[config.mk]
export PLATFORM = sky130hd
export DESIGN_NAME = piezo_offset_ramp_sequencer_core_flat
export DESIGN_NICKNAME = d
export VERILOG_FILES = /design/src/hw/rtl/pors_pkg.sv /design/src/hw/rtl/pors_if.sv /design/src/hw/rtl/pors_cfg_regs.sv /design/src/hw/rtl/pors_in_reg.sv /design/src/hw/rtl/pors_tick_logic.sv /design/src/hw/rtl/piezo_offset_ramp_sequencer_core.sv /design/src/flat_wrapper.sv
export SDC_FILE = /design/constraint.sdc
export NUM_CORES = 2
export LEC_CHECK = 0
export BUFFER_PORTS_ARGS = -buffer_cell sky130_fd_sc_hd__buf_2
export CAP_MARGIN = 5
export CORE_ASPECT_RATIO = 1.4
export CORE_MARGIN = 2
export CORE_UTILIZATION = 40
export CTS_BUF_LIST = sky130_fd_sc_hd__clkbuf_4 sky130_fd_sc_hd__clkbuf_8
export DETAILED_ROUTE_END_ITERATION = 10
export PLACE_DENSITY = 0.68
export SLEW_MARGIN = 20
export SYNTH_ARGS = -nofsm -noshare
export SYNTH_HDL_FRONTEND = slang
export SYNTH_SLANG_ARGS = --single-unit
[constraint.sdc]
create_clock -name clk -period 19 [get_ports clk]
set_input_delay 3.8 -clock clk [delete_from_list [all_inputs] [get_ports clk]]
set_output_delay 3.8 -clock clk [all_outputs]
set_load 0.005 [all_outputs]
[src/hw/rtl/pors_pkg.sv]
// shared types, constants and saturating arithmetic for the piezo offset ramp sequencer
package pors_pkg;

  // position width and the width of an exact position plus increment sum
  localparam int POS_BITS  = 32;
  localparam int SUM_BITS  = ((POS_BITS > 32) ? POS_BITS : 32) + 1;
  localparam int VAL_BITS  = 32;
  localparam int CNT_BITS  = 31;
  localparam int FLAG_BITS = 4;
  localparam int ADDR_BITS = 5;
  localparam int DATA_BITS = 32;

  // mode flag bit positions
  localparam int FLAG_XY    = 0;
  localparam int FLAG_DRIFT = 1;
  localparam int FLAG_ZRAMP = 2;
  localparam int FLAG_ZAUTO = 3;

  // item mode codes
  localparam logic MODE_TICK  = 1'b0;
  localparam logic MODE_START = 1'b1;

  // feedback thresholds and increment limits
  localparam logic signed [VAL_BITS-1:0] FB_ABORT_LIMIT = -32'sd15000;
  localparam logic signed [VAL_BITS-1:0] FB_AUTO_PIVOT  = 32'sd2500;
  localparam logic signed [VAL_BITS-1:0] FB_DONE_LIMIT  = 32'sd5000;
  localparam logic signed [VAL_BITS-1:0] VAL_ZERO       = 32'sd0;
  localparam logic signed [VAL_BITS-1:0] VAL_MAX        = 32'sh7fff_ffff;
  localparam logic signed [VAL_BITS-1:0] VAL_MIN        = 32'sh8000_0000;

  // position limits, extended to the sum width
  localparam logic signed [SUM_BITS-1:0] POS_MAX_S =
    (SUM_BITS'(1) <<< (POS_BITS - 1)) - SUM_BITS'(1);
  localparam logic signed [SUM_BITS-1:0] POS_MIN_S = -POS_MAX_S - SUM_BITS'(1);

  // register map
  typedef enum logic [2:0] {
    REG_START_FLAGS = 3'd0,
    REG_STEP_COUNT  = 3'd1,
    REG_STEP_X      = 3'd2,
    REG_STEP_Y      = 3'd3,
    REG_STEP_Z      = 3'd4,
    REG_TARGET_X    = 3'd5,
    REG_TARGET_Y    = 3'd6
  } reg_idx_t;

  typedef logic        [FLAG_BITS-1:0] flags_t;
  typedef logic        [CNT_BITS-1:0]  count_t;
  typedef logic signed [VAL_BITS-1:0]  val_t;
  typedef logic signed [POS_BITS-1:0]  pos_t;

  typedef struct packed {
    flags_t start_flags;
    count_t step_count;
    val_t   step_x;
    val_t   step_y;
    val_t   step_z;
    val_t   target_x;
    val_t   target_y;
  } cfg_t;

  typedef struct packed {
    logic mode;
    val_t feedback_z;
  } item_t;

  typedef struct packed {
    flags_t flags;
    count_t steps_left;
    count_t drift_wait;
    val_t   step_x;
    val_t   step_y;
    val_t   step_z;
    pos_t   pos_x;
    pos_t   pos_y;
    pos_t   pos_z;
  } state_t;

  // clamp an extended value into the position range
  function automatic pos_t clamp_pos(input logic signed [SUM_BITS-1:0] v);
    logic signed [SUM_BITS-1:0] c;
    if (v > POS_MAX_S) begin
      c = POS_MAX_S;
    end else if (v < POS_MIN_S) begin
      c = POS_MIN_S;
    end else begin
      c = v;
    end
    return POS_BITS'(c);
  endfunction

  // saturating position plus increment
  function automatic pos_t sat_add(input pos_t p, input val_t s);
    return clamp_pos(SUM_BITS'(p) + SUM_BITS'(s));
  endfunction

  // target value taken into the position range
  function automatic pos_t clamp_val(input val_t t);
    return clamp_pos(SUM_BITS'(t));
  endfunction

  // low 32 bits of the sign-extended position
  function automatic val_t pos_out(input pos_t p);
    logic signed [SUM_BITS-1:0] e;
    e = SUM_BITS'(p);
    return e[VAL_BITS-1:0];
  endfunction

endpackage

[src/hw/rtl/pors_if.sv]
// item channel interfaces for the input and result sides

interface pors_in_if import pors_pkg::*; ();
  logic valid;
  logic ready;
  logic mode;
  val_t feedback_z;

  modport source (output valid, output mode, output feedback_z, input ready);
  modport sink   (input valid, input mode, input feedback_z, output ready);
endinterface

interface pors_out_if import pors_pkg::*; ();
  logic   valid;
  logic   ready;
  val_t   pos_x;
  val_t   pos_y;
  val_t   pos_z;
  flags_t active_flags;

  modport source (output valid, output pos_x, output pos_y, output pos_z,
                  output active_flags, input ready);
  modport sink   (input valid, input pos_x, input pos_y, input pos_z,
                  input active_flags, output ready);
endinterface

[src/hw/rtl/pors_cfg_regs.sv]
// apb configuration registers
module pors_cfg_regs import pors_pkg::*; (
  input  logic                 clk,
  input  logic                 rst_n,
  input  logic                 psel,
  input  logic                 penable,
  input  logic                 pwrite,
  input  logic [ADDR_BITS-1:0] paddr,
  input  logic [DATA_BITS-1:0] pwdata,
  output logic [DATA_BITS-1:0] prdata,
  output logic                 pready,
  output cfg_t                 cfg
);

  cfg_t     cfg_r;
  reg_idx_t idx;
  logic     wr_en;

  assign idx    = reg_idx_t'(paddr[4:2]);
  assign wr_en  = psel & penable & pwrite;
  assign pready = 1'b1;
  assign cfg    = cfg_r;

  // register writes
  always_ff @(posedge clk) begin
    if (!rst_n) begin
      cfg_r <= '0;
    end else if (wr_en) begin
      case (idx)
        REG_START_FLAGS: cfg_r.start_flags <= pwdata[FLAG_BITS-1:0];
        REG_STEP_COUNT:  cfg_r.step_count  <= pwdata[CNT_BITS-1:0];
        REG_STEP_X:      cfg_r.step_x      <= pwdata;
        REG_STEP_Y:      cfg_r.step_y      <= pwdata;
        REG_STEP_Z:      cfg_r.step_z      <= pwdata;
        REG_TARGET_X:    cfg_r.target_x    <= pwdata;
        REG_TARGET_Y:    cfg_r.target_y    <= pwdata;
        default: ;
      endcase
    end
  end

  // register reads
  always_comb begin
    case (idx)
      REG_START_FLAGS: prdata = DATA_BITS'(cfg_r.start_flags);
      REG_STEP_COUNT:  prdata = DATA_BITS'(cfg_r.step_count);
      REG_STEP_X:      prdata = cfg_r.step_x;
      REG_STEP_Y:      prdata = cfg_r.step_y;
      REG_STEP_Z:      prdata = cfg_r.step_z;
      REG_TARGET_X:    prdata = cfg_r.target_x;
      REG_TARGET_Y:    prdata = cfg_r.target_y;
      default:         prdata = '0;
    endcase
  end

endmodule

[src/hw/rtl/pors_in_reg.sv]
// input item register with pass-through of the downstream stall
module pors_in_reg import pors_pkg::*; (
  input  logic         clk,
  input  logic         rst_n,
  pors_in_if.sink      in_ch,
  input  logic         adv,
  output logic         itm_valid,
  output item_t        itm
);

  logic  valid_r;
  item_t itm_r;

  // take a new item whenever the held one moves on or none is held
  assign in_ch.ready = !valid_r || adv;
  assign itm_valid   = valid_r;
  assign itm         = itm_r;

  always_ff @(posedge clk) begin
    if (!rst_n) begin
      valid_r <= 1'b0;
    end else if (in_ch.ready) begin
      valid_r <= in_ch.valid;
    end
  end

  // payload needs no reset
  always_ff @(posedge clk) begin
    if (in_ch.ready && in_ch.valid) begin
      itm_r.mode       <= in_ch.mode;
      itm_r.feedback_z <= in_ch.feedback_z;
    end
  end

endmodule

[src/hw/rtl/pors_tick_logic.sv]
// next-state logic for one start or tick item
module pors_tick_logic import pors_pkg::*; (
  input  state_t state,
  input  item_t  itm,
  input  cfg_t   cfg,
  output state_t state_nxt
);

  val_t z_mag;
  val_t z_auto_step;
  logic fb_abort;
  logic fb_done;

  // auto-adjust increment: magnitude saturated, sign steered by feedback
  always_comb begin
    if (state.step_z > VAL_ZERO) begin
      z_mag = state.step_z;
    end else if (state.step_z == VAL_MIN) begin
      z_mag = VAL_MAX;
    end else begin
      z_mag = -state.step_z;
    end
    if (itm.feedback_z > FB_AUTO_PIVOT) begin
      z_auto_step = z_mag;
    end else if (state.step_z > VAL_ZERO) begin
      z_auto_step = -state.step_z;
    end else begin
      z_auto_step = state.step_z;
    end
  end

  assign fb_abort = (state.step_z > VAL_ZERO) && (itm.feedback_z < FB_ABORT_LIMIT);
  assign fb_done  = (itm.feedback_z < FB_DONE_LIMIT) && (itm.feedback_z > VAL_ZERO);

  always_comb begin
    state_nxt = state;
    if (itm.mode == MODE_START) begin
      // start: load flags, steps and increments, positions kept
      state_nxt.flags      = cfg.start_flags;
      state_nxt.steps_left = cfg.step_count;
      state_nxt.step_x     = cfg.step_x;
      state_nxt.step_y     = cfg.step_y;
      state_nxt.step_z     = cfg.step_z;
    end else begin
      // xy ramp, or else drift compensation
      if (state.flags[FLAG_XY]) begin
        if (state.steps_left != '0) begin
          state_nxt.pos_x      = sat_add(state.pos_x, state.step_x);
          state_nxt.pos_y      = sat_add(state.pos_y, state.step_y);
          state_nxt.steps_left = state.steps_left - CNT_BITS'(1);
        end else begin
          state_nxt.flags = '0;
          state_nxt.pos_x = clamp_val(cfg.target_x);
          state_nxt.pos_y = clamp_val(cfg.target_y);
        end
      end else if (state.flags[FLAG_DRIFT]) begin
        if (state.drift_wait != '0) begin
          state_nxt.drift_wait = state.drift_wait - CNT_BITS'(1);
        end else begin
          state_nxt.drift_wait = state.steps_left;
          state_nxt.pos_x      = sat_add(state.pos_x, state.step_x);
          state_nxt.pos_y      = sat_add(state.pos_y, state.step_y);
          state_nxt.pos_z      = sat_add(state.pos_z, state.step_z);
        end
      end

      // z ramp, or else z auto adjust, on what the xy part left
      if (state_nxt.flags[FLAG_ZRAMP]) begin
        if (state_nxt.steps_left != '0) begin
          if (fb_abort) begin
            state_nxt.step_z            = VAL_ZERO;
            state_nxt.flags[FLAG_ZRAMP] = 1'b0;
          end else begin
            state_nxt.pos_z = sat_add(state_nxt.pos_z, state.step_z);
          end
          state_nxt.steps_left = state_nxt.steps_left - CNT_BITS'(1);
        end else begin
          state_nxt.step_z            = VAL_ZERO;
          state_nxt.flags[FLAG_ZRAMP] = 1'b0;
        end
      end else if (state_nxt.flags[FLAG_ZAUTO]) begin
        if (state_nxt.steps_left != '0) begin
          if (fb_done) begin
            state_nxt.step_z            = VAL_ZERO;
            state_nxt.flags[FLAG_ZAUTO] = 1'b0;
          end else begin
            state_nxt.step_z = z_auto_step;
            state_nxt.pos_z  = sat_add(state_nxt.pos_z, z_auto_step);
          end
          state_nxt.steps_left = state_nxt.steps_left - CNT_BITS'(1);
        end else begin
          state_nxt.step_z            = VAL_ZERO;
          state_nxt.flags[FLAG_ZAUTO] = 1'b0;
        end
      end
    end
  end

endmodule

[src/hw/rtl/piezo_offset_ramp_sequencer_core.sv]
// top level of the piezo offset ramp sequencer
// Takes one item per clock cycle while the result side does not stall. An
// accepted item is held in the input register; the position state and the result
// register are updated from it once the result register is free or being emptied,
// and the result is then offered from the result register.
// The rate is set by the state update (saturating adds and the feedback
// compares), which feeds back through the state register. The result register
// decouples the two sides: a new item is taken while a result waits. A start item
// (mode 1) loads flags, step count and increments from the registers; a tick item
// (mode 0) moves the positions. Registers sit at byte address 4*index on the APB
// port; write them only while no item is in flight.
module piezo_offset_ramp_sequencer_core import pors_pkg::*; (
  input  logic                 clk,
  input  logic                 rst_n,
  pors_in_if.sink              in_ch,
  pors_out_if.source           out_ch,
  input  logic                 psel,
  input  logic                 penable,
  input  logic                 pwrite,
  input  logic [ADDR_BITS-1:0] paddr,
  input  logic [DATA_BITS-1:0] pwdata,
  output logic [DATA_BITS-1:0] prdata,
  output logic                 pready
);

  cfg_t   cfg;
  item_t  itm;
  logic   itm_valid;
  logic   adv;
  logic   fire;
  state_t state_r;
  state_t state_nxt;
  logic   out_valid_r;
  val_t   out_pos_x_r;
  val_t   out_pos_y_r;
  val_t   out_pos_z_r;
  flags_t out_flags_r;

  pors_cfg_regs u_cfg (
    .clk     (clk),
    .rst_n   (rst_n),
    .psel    (psel),
    .penable (penable),
    .pwrite  (pwrite),
    .paddr   (paddr),
    .pwdata  (pwdata),
    .prdata  (prdata),
    .pready  (pready),
    .cfg     (cfg)
  );

  pors_in_reg u_in (
    .clk       (clk),
    .rst_n     (rst_n),
    .in_ch     (in_ch),
    .adv       (adv),
    .itm_valid (itm_valid),
    .itm       (itm)
  );

  pors_tick_logic u_tick (
    .state     (state_r),
    .itm       (itm),
    .cfg       (cfg),
    .state_nxt (state_nxt)
  );

  // result register free or being emptied this cycle
  assign adv  = !out_valid_r || out_ch.ready;
  assign fire = itm_valid && adv;

  // position and mode state
  always_ff @(posedge clk) begin
    if (!rst_n) begin
      state_r <= '0;
    end else if (fire) begin
      state_r <= state_nxt;
    end
  end

  // result valid
  always_ff @(posedge clk) begin
    if (!rst_n) begin
      out_valid_r <= 1'b0;
    end else if (adv) begin
      out_valid_r <= itm_valid;
    end
  end

  // result payload
  always_ff @(posedge clk) begin
    if (fire) begin
      out_pos_x_r <= pos_out(state_nxt.pos_x);
      out_pos_y_r <= pos_out(state_nxt.pos_y);
      out_pos_z_r <= pos_out(state_nxt.pos_z);
      out_flags_r <= state_nxt.flags;
    end
  end

  assign out_ch.valid        = out_valid_r;
  assign out_ch.pos_x        = out_pos_x_r;
  assign out_ch.pos_y        = out_pos_y_r;
  assign out_ch.pos_z        = out_pos_z_r;
  assign out_ch.active_flags = out_flags_r;

endmodule

[src/flat_wrapper.sv]
// flat-port wrapper written by rule: the top's interface ports become plain ports
module piezo_offset_ramp_sequencer_core_flat import pors_pkg::*;
  (clk, rst_n, psel, penable, pwrite, paddr, pwdata, prdata, pready, in_ch_valid, in_ch_mode, in_ch_feedback_z, in_ch_ready, out_ch_valid, out_ch_pos_x, out_ch_pos_y, out_ch_pos_z, out_ch_active_flags, out_ch_ready);
  pors_in_if in_ch_i ();
  pors_out_if out_ch_i ();
  input  logic clk;
  input  logic rst_n;
  input  logic psel;
  input  logic penable;
  input  logic pwrite;
  input  logic [ADDR_BITS-1:0] paddr;
  input  logic [DATA_BITS-1:0] pwdata;
  output logic [DATA_BITS-1:0] prdata;
  output logic pready;
  input wire logic [$bits(in_ch_i.valid)-1:0] in_ch_valid;
  input wire logic [$bits(in_ch_i.mode)-1:0] in_ch_mode;
  input wire logic [$bits(in_ch_i.feedback_z)-1:0] in_ch_feedback_z;
  output wire logic [$bits(in_ch_i.ready)-1:0] in_ch_ready;
  output wire logic [$bits(out_ch_i.valid)-1:0] out_ch_valid;
  output wire logic [$bits(out_ch_i.pos_x)-1:0] out_ch_pos_x;
  output wire logic [$bits(out_ch_i.pos_y)-1:0] out_ch_pos_y;
  output wire logic [$bits(out_ch_i.pos_z)-1:0] out_ch_pos_z;
  output wire logic [$bits(out_ch_i.active_flags)-1:0] out_ch_active_flags;
  input wire logic [$bits(out_ch_i.ready)-1:0] out_ch_ready;
  assign in_ch_i.valid = in_ch_valid;
  assign in_ch_i.mode = in_ch_mode;
  assign in_ch_i.feedback_z = in_ch_feedback_z;
  assign in_ch_ready = in_ch_i.ready;
  assign out_ch_valid = out_ch_i.valid;
  assign out_ch_pos_x = out_ch_i.pos_x;
  assign out_ch_pos_y = out_ch_i.pos_y;
  assign out_ch_pos_z = out_ch_i.pos_z;
  assign out_ch_active_flags = out_ch_i.active_flags;
  assign out_ch_i.ready = out_ch_ready;
  piezo_offset_ramp_sequencer_core u_core (.clk(clk), .rst_n(rst_n), .in_ch(in_ch_i), .out_ch(out_ch_i), .psel(psel), .penable(penable), .pwrite(pwrite), .paddr(paddr), .pwdata(pwdata), .prdata(prdata), .pready(pready));
endmodule
==> metrics.md <==
| Metric | Value |
|---|---|
| Status | finished clean |
| First-pass GRT wire length | 215,400 µm |
| Grt ovf | 0 |
| Number of synthesized flops with an enable pin | 133 |
| Final Hold Viols | 0 |
| Worst skew pair latency | 790 ps |
| Worst hold path type | reg -> reg |
| Port Buffers | 208 |
| DR pass1 iterations | 6 |
| Slew Limit Fails | 0 |
| PostCTS Resize Cnt | 0 |
| MaxCap Viol Count | 0 |
| Period minus WS final | 9936 ps |
| Fmax | 100.6 MHz |
| Distinct cell type count after synthesis | 102 |
| Main flop type after synthesis | dfxtp_1 |
| Antenna violations before repair | 21 |
| Data required time of the worst path | 15,200 ps |
| Worst clock skew | 43.27 ps |
| Worst Path Arrival | 6140 ps |
| H-tree levels | 3 |
| CP Capture Type | output pin |
| Initial core utilization | 40.26% |
| Hold EP | u_core.state_r[153] |
| Crit Path Max Fanout | 18 |
| Setup TNS | 0 ps |
| Number of vias per cell | 6.219 |
| TritonCTS clock tree | built |
| Max_slew headroom | 24.50% |
| Filler cells | 9,145 |
| Routed vias | 37,400 |
| Post-Syn Nets | 4,923 |
| Overall Power | 3221 µW |
| Synth warn | 0 |
| Vias in the first global route | 35,120 |
| FF+latch count, synth | 588 |
| Post-synth top cells | nand2_1, a21oi_1, dfxtp_1 |
| Largest net degree at the start of global routing | 108 |
| Hold depth | 2 |
| Average size of a mapped cell | 7.948 µm² |
| Final period util | 52.29% |
| Clk Tree Root Cell | clkbuf_8 |
| Hold_buf cts | 0 |
| Fraction of registers with async set/reset | 0% |
| # rows | 132 |
| Leakage power | 0.01590 µW |
| Post-synth top area share | 24.50% |
| CTS buffer count | 93 |
| Post-Syn Area | 37,170 µm² |
| Gpl congestion | 1.010 |
| DRC | 0 |
| Core Util, Final | 44.50% |
| Final antenna-violating net count | 0 |
| Top cell type by total area after synthesis | dfxtp_1 |
| Worst reg2reg path depth | 23 |
| Most common cell in the netlist | nand2_1 |
| Worst-path clk slew | 60 ps |
| Average wire per standard cell | 24.16 µm |
| # Post-CTS Setup Buffers | 0 |
| Pwr dens | 78.39 nW/µm² |
| Die ar. | 95,420 µm² |
| Peak VDD IR | 0.06043 mV |
| Fraction of layout cells with a size suffix above 1 | 11.36% |
| CTS Sinks | 588 |
| Tot GR Track Use | 29.65% |
| Crit path kind | in -> out |
| Worst setup SP type | input pin |
| Worst r2r dst | u_core.out_ch.pos_z[15] |
| Die width | 261.6 µm |
| Reg-to-reg slack, setup | 10,240 ps |
| Sequential area share after synthesis | 35.25% |
| Drt initial violations | 3,384 |
| Critical R2R Launch | u_core.state_r[96] |
| Setup violators final | 0 |
| Worst-Margin Slew | 1128 ps |
| Die Ht | 364.7 µm |
| Area growth syn-to-layout | 10.53% |
| CORE AREA | 92,320 µm² |
| Top area cells in the synthesized netlist | dfxtp_1, edfxtp_1, nand2_1, a21oi_1, ha_1 |
| Deepest clock path buffer count | 3 |
| Post-detail-place hpwl | 107,700 µm |
| Final nets | 4,971 |
| Hold_sp | u_core.state_r[153] |
| Final WL | 145,300 µm |
| Io pins | 212 |
| Cells after Synth | 4,677 |
| RSZ-0062 raised after global routing | no |
==> cells by family (layout without fill, tap and decap cells) <==
kind of cell               Yosys count  count (layout)  synth area share [%]
AOI/OAI and AO/OA                 1681            1681                 29.32
other                                1              11               0.01009
buffers and inverters              400             520                 4.167
adders and majority gates          190             190                 6.355
xor gates and xnor gates           178             178                 4.194
and+or+nand+nor                   1593            1593                 19.40
DFF                                588             588                 35.25
muxes                               46              46                 1.306
==> worst max-delay path, cell delays in order <==
cell and delay [ps]:
buf_2 270, nor2b_1 670, and2_1 540, buf_4 350, a22oi_1 160, nand3_1 190, buf_2 150
==> flip-flops by register name, summed over array words and instances, names as in the netlist <==
signal,flops
u_core.out_ch.active_flags,4
u_core.out_ch.pos_y,32
u_core.state_r,258
u_core.out_ch.pos_z,32
u_core.out_ch.valid,1
u_core.u_in.itm_valid,1
u_core.u_cfg.cfg,195
u_core.u_in.itm,33
u_core.out_ch.pos_x,32
==> worst max path at each step <==
stage / from / to / slack (ps) / cells after the start
final: paddr[2] / prdata[21] / 9060 / 7
after global placement: paddr[2] / prdata[19] / 9100 / 7
after global routing: paddr[2] / prdata[19] / 8950 / 7
after CTS: paddr[2] / prdata[19] / 9150 / 7
after detailed placement: paddr[2] / prdata[19] / 9150 / 7
after floorplan: paddr[2] / prdata[11] / 10100 / 7
==> layer usage <==
| layer | track usage, % | wire length [µm] | vias to the layer above |
|---|---|---|---|
| li1 | - | - | 17440 |
| met1 | 33.69 | 54050 | 17760 |
| met2 | 49.85 | 68860 | 1644 |
| met3 | 5.750 | 10480 | 520 |
| met4 | 20.53 | 11730 | 28 |
| met5 | 0 | 178 | - |
==> per-stage QoR <==
stage                     instances  hold WS (ps)  worst slack [ps]  cell area (µm²)
final                          6013         459.3              9064            41090
after global routing           6008         478.4              8945            41070
after CTS                      6003         458.5              9150            41060
after detailed placement       5836         450.6              9155            39090
after global placement         5836         444.8              9104            39090
after floorplan                4677         437.1             10100            37170
==> report_power, final <==
group	switching (µW)	total, µW	internal [µW]
Combinational	445	674	229
Sequential	46.8	1370	1320
Clock	564	1180	615
==> cells in the final DEF, fill, tap and decap left out, types with 22 or more instances in the layout <==
cell and n:
a211oi_1 55, a21o_1 87, a21oi_1 571, a221oi_1 47
a22o_1 29, a22oi_1 125, a2bb2oi_1 35, a31oi_1 45
a41oi_1 61, and3_1 38, buf_2 207, buf_4 70
clkbuf_4 35, clkbuf_8 107, dfxtp_1 455, edfxtp_1 133
ha_1 164, inv_1 72, mux2i_1 26, nand2_1 827
nand2b_1 22, nand3_1 99, nand4_1 41, nor2_1 254
nor3_1 88, nor4_1 28, o211ai_1 53, o21a_1 25
o21ai_0 296, o22ai_1 22, o31ai_1 34, or2_2 23
or3_1 36, xnor2_1 108, xor2_1 69
==> cell type report <==
type                            instances  area, µm²  share of cell area, %
Multi-Input combinational cell       3689      22620                  55.06
Sequential cell                       588      13100                  31.89
Clock buffer                          142       1735                  4.224
Timing Repair Buffer                  277       1562                  3.800
Tap cell                             1206       1509                  3.673
Inverter                               76      300.3                 0.7309
Clock inverter                         25      232.7                 0.5664
Antenna cell                           10      25.02                0.06091
No activity file was read; power rests on OpenSTA's default activity.
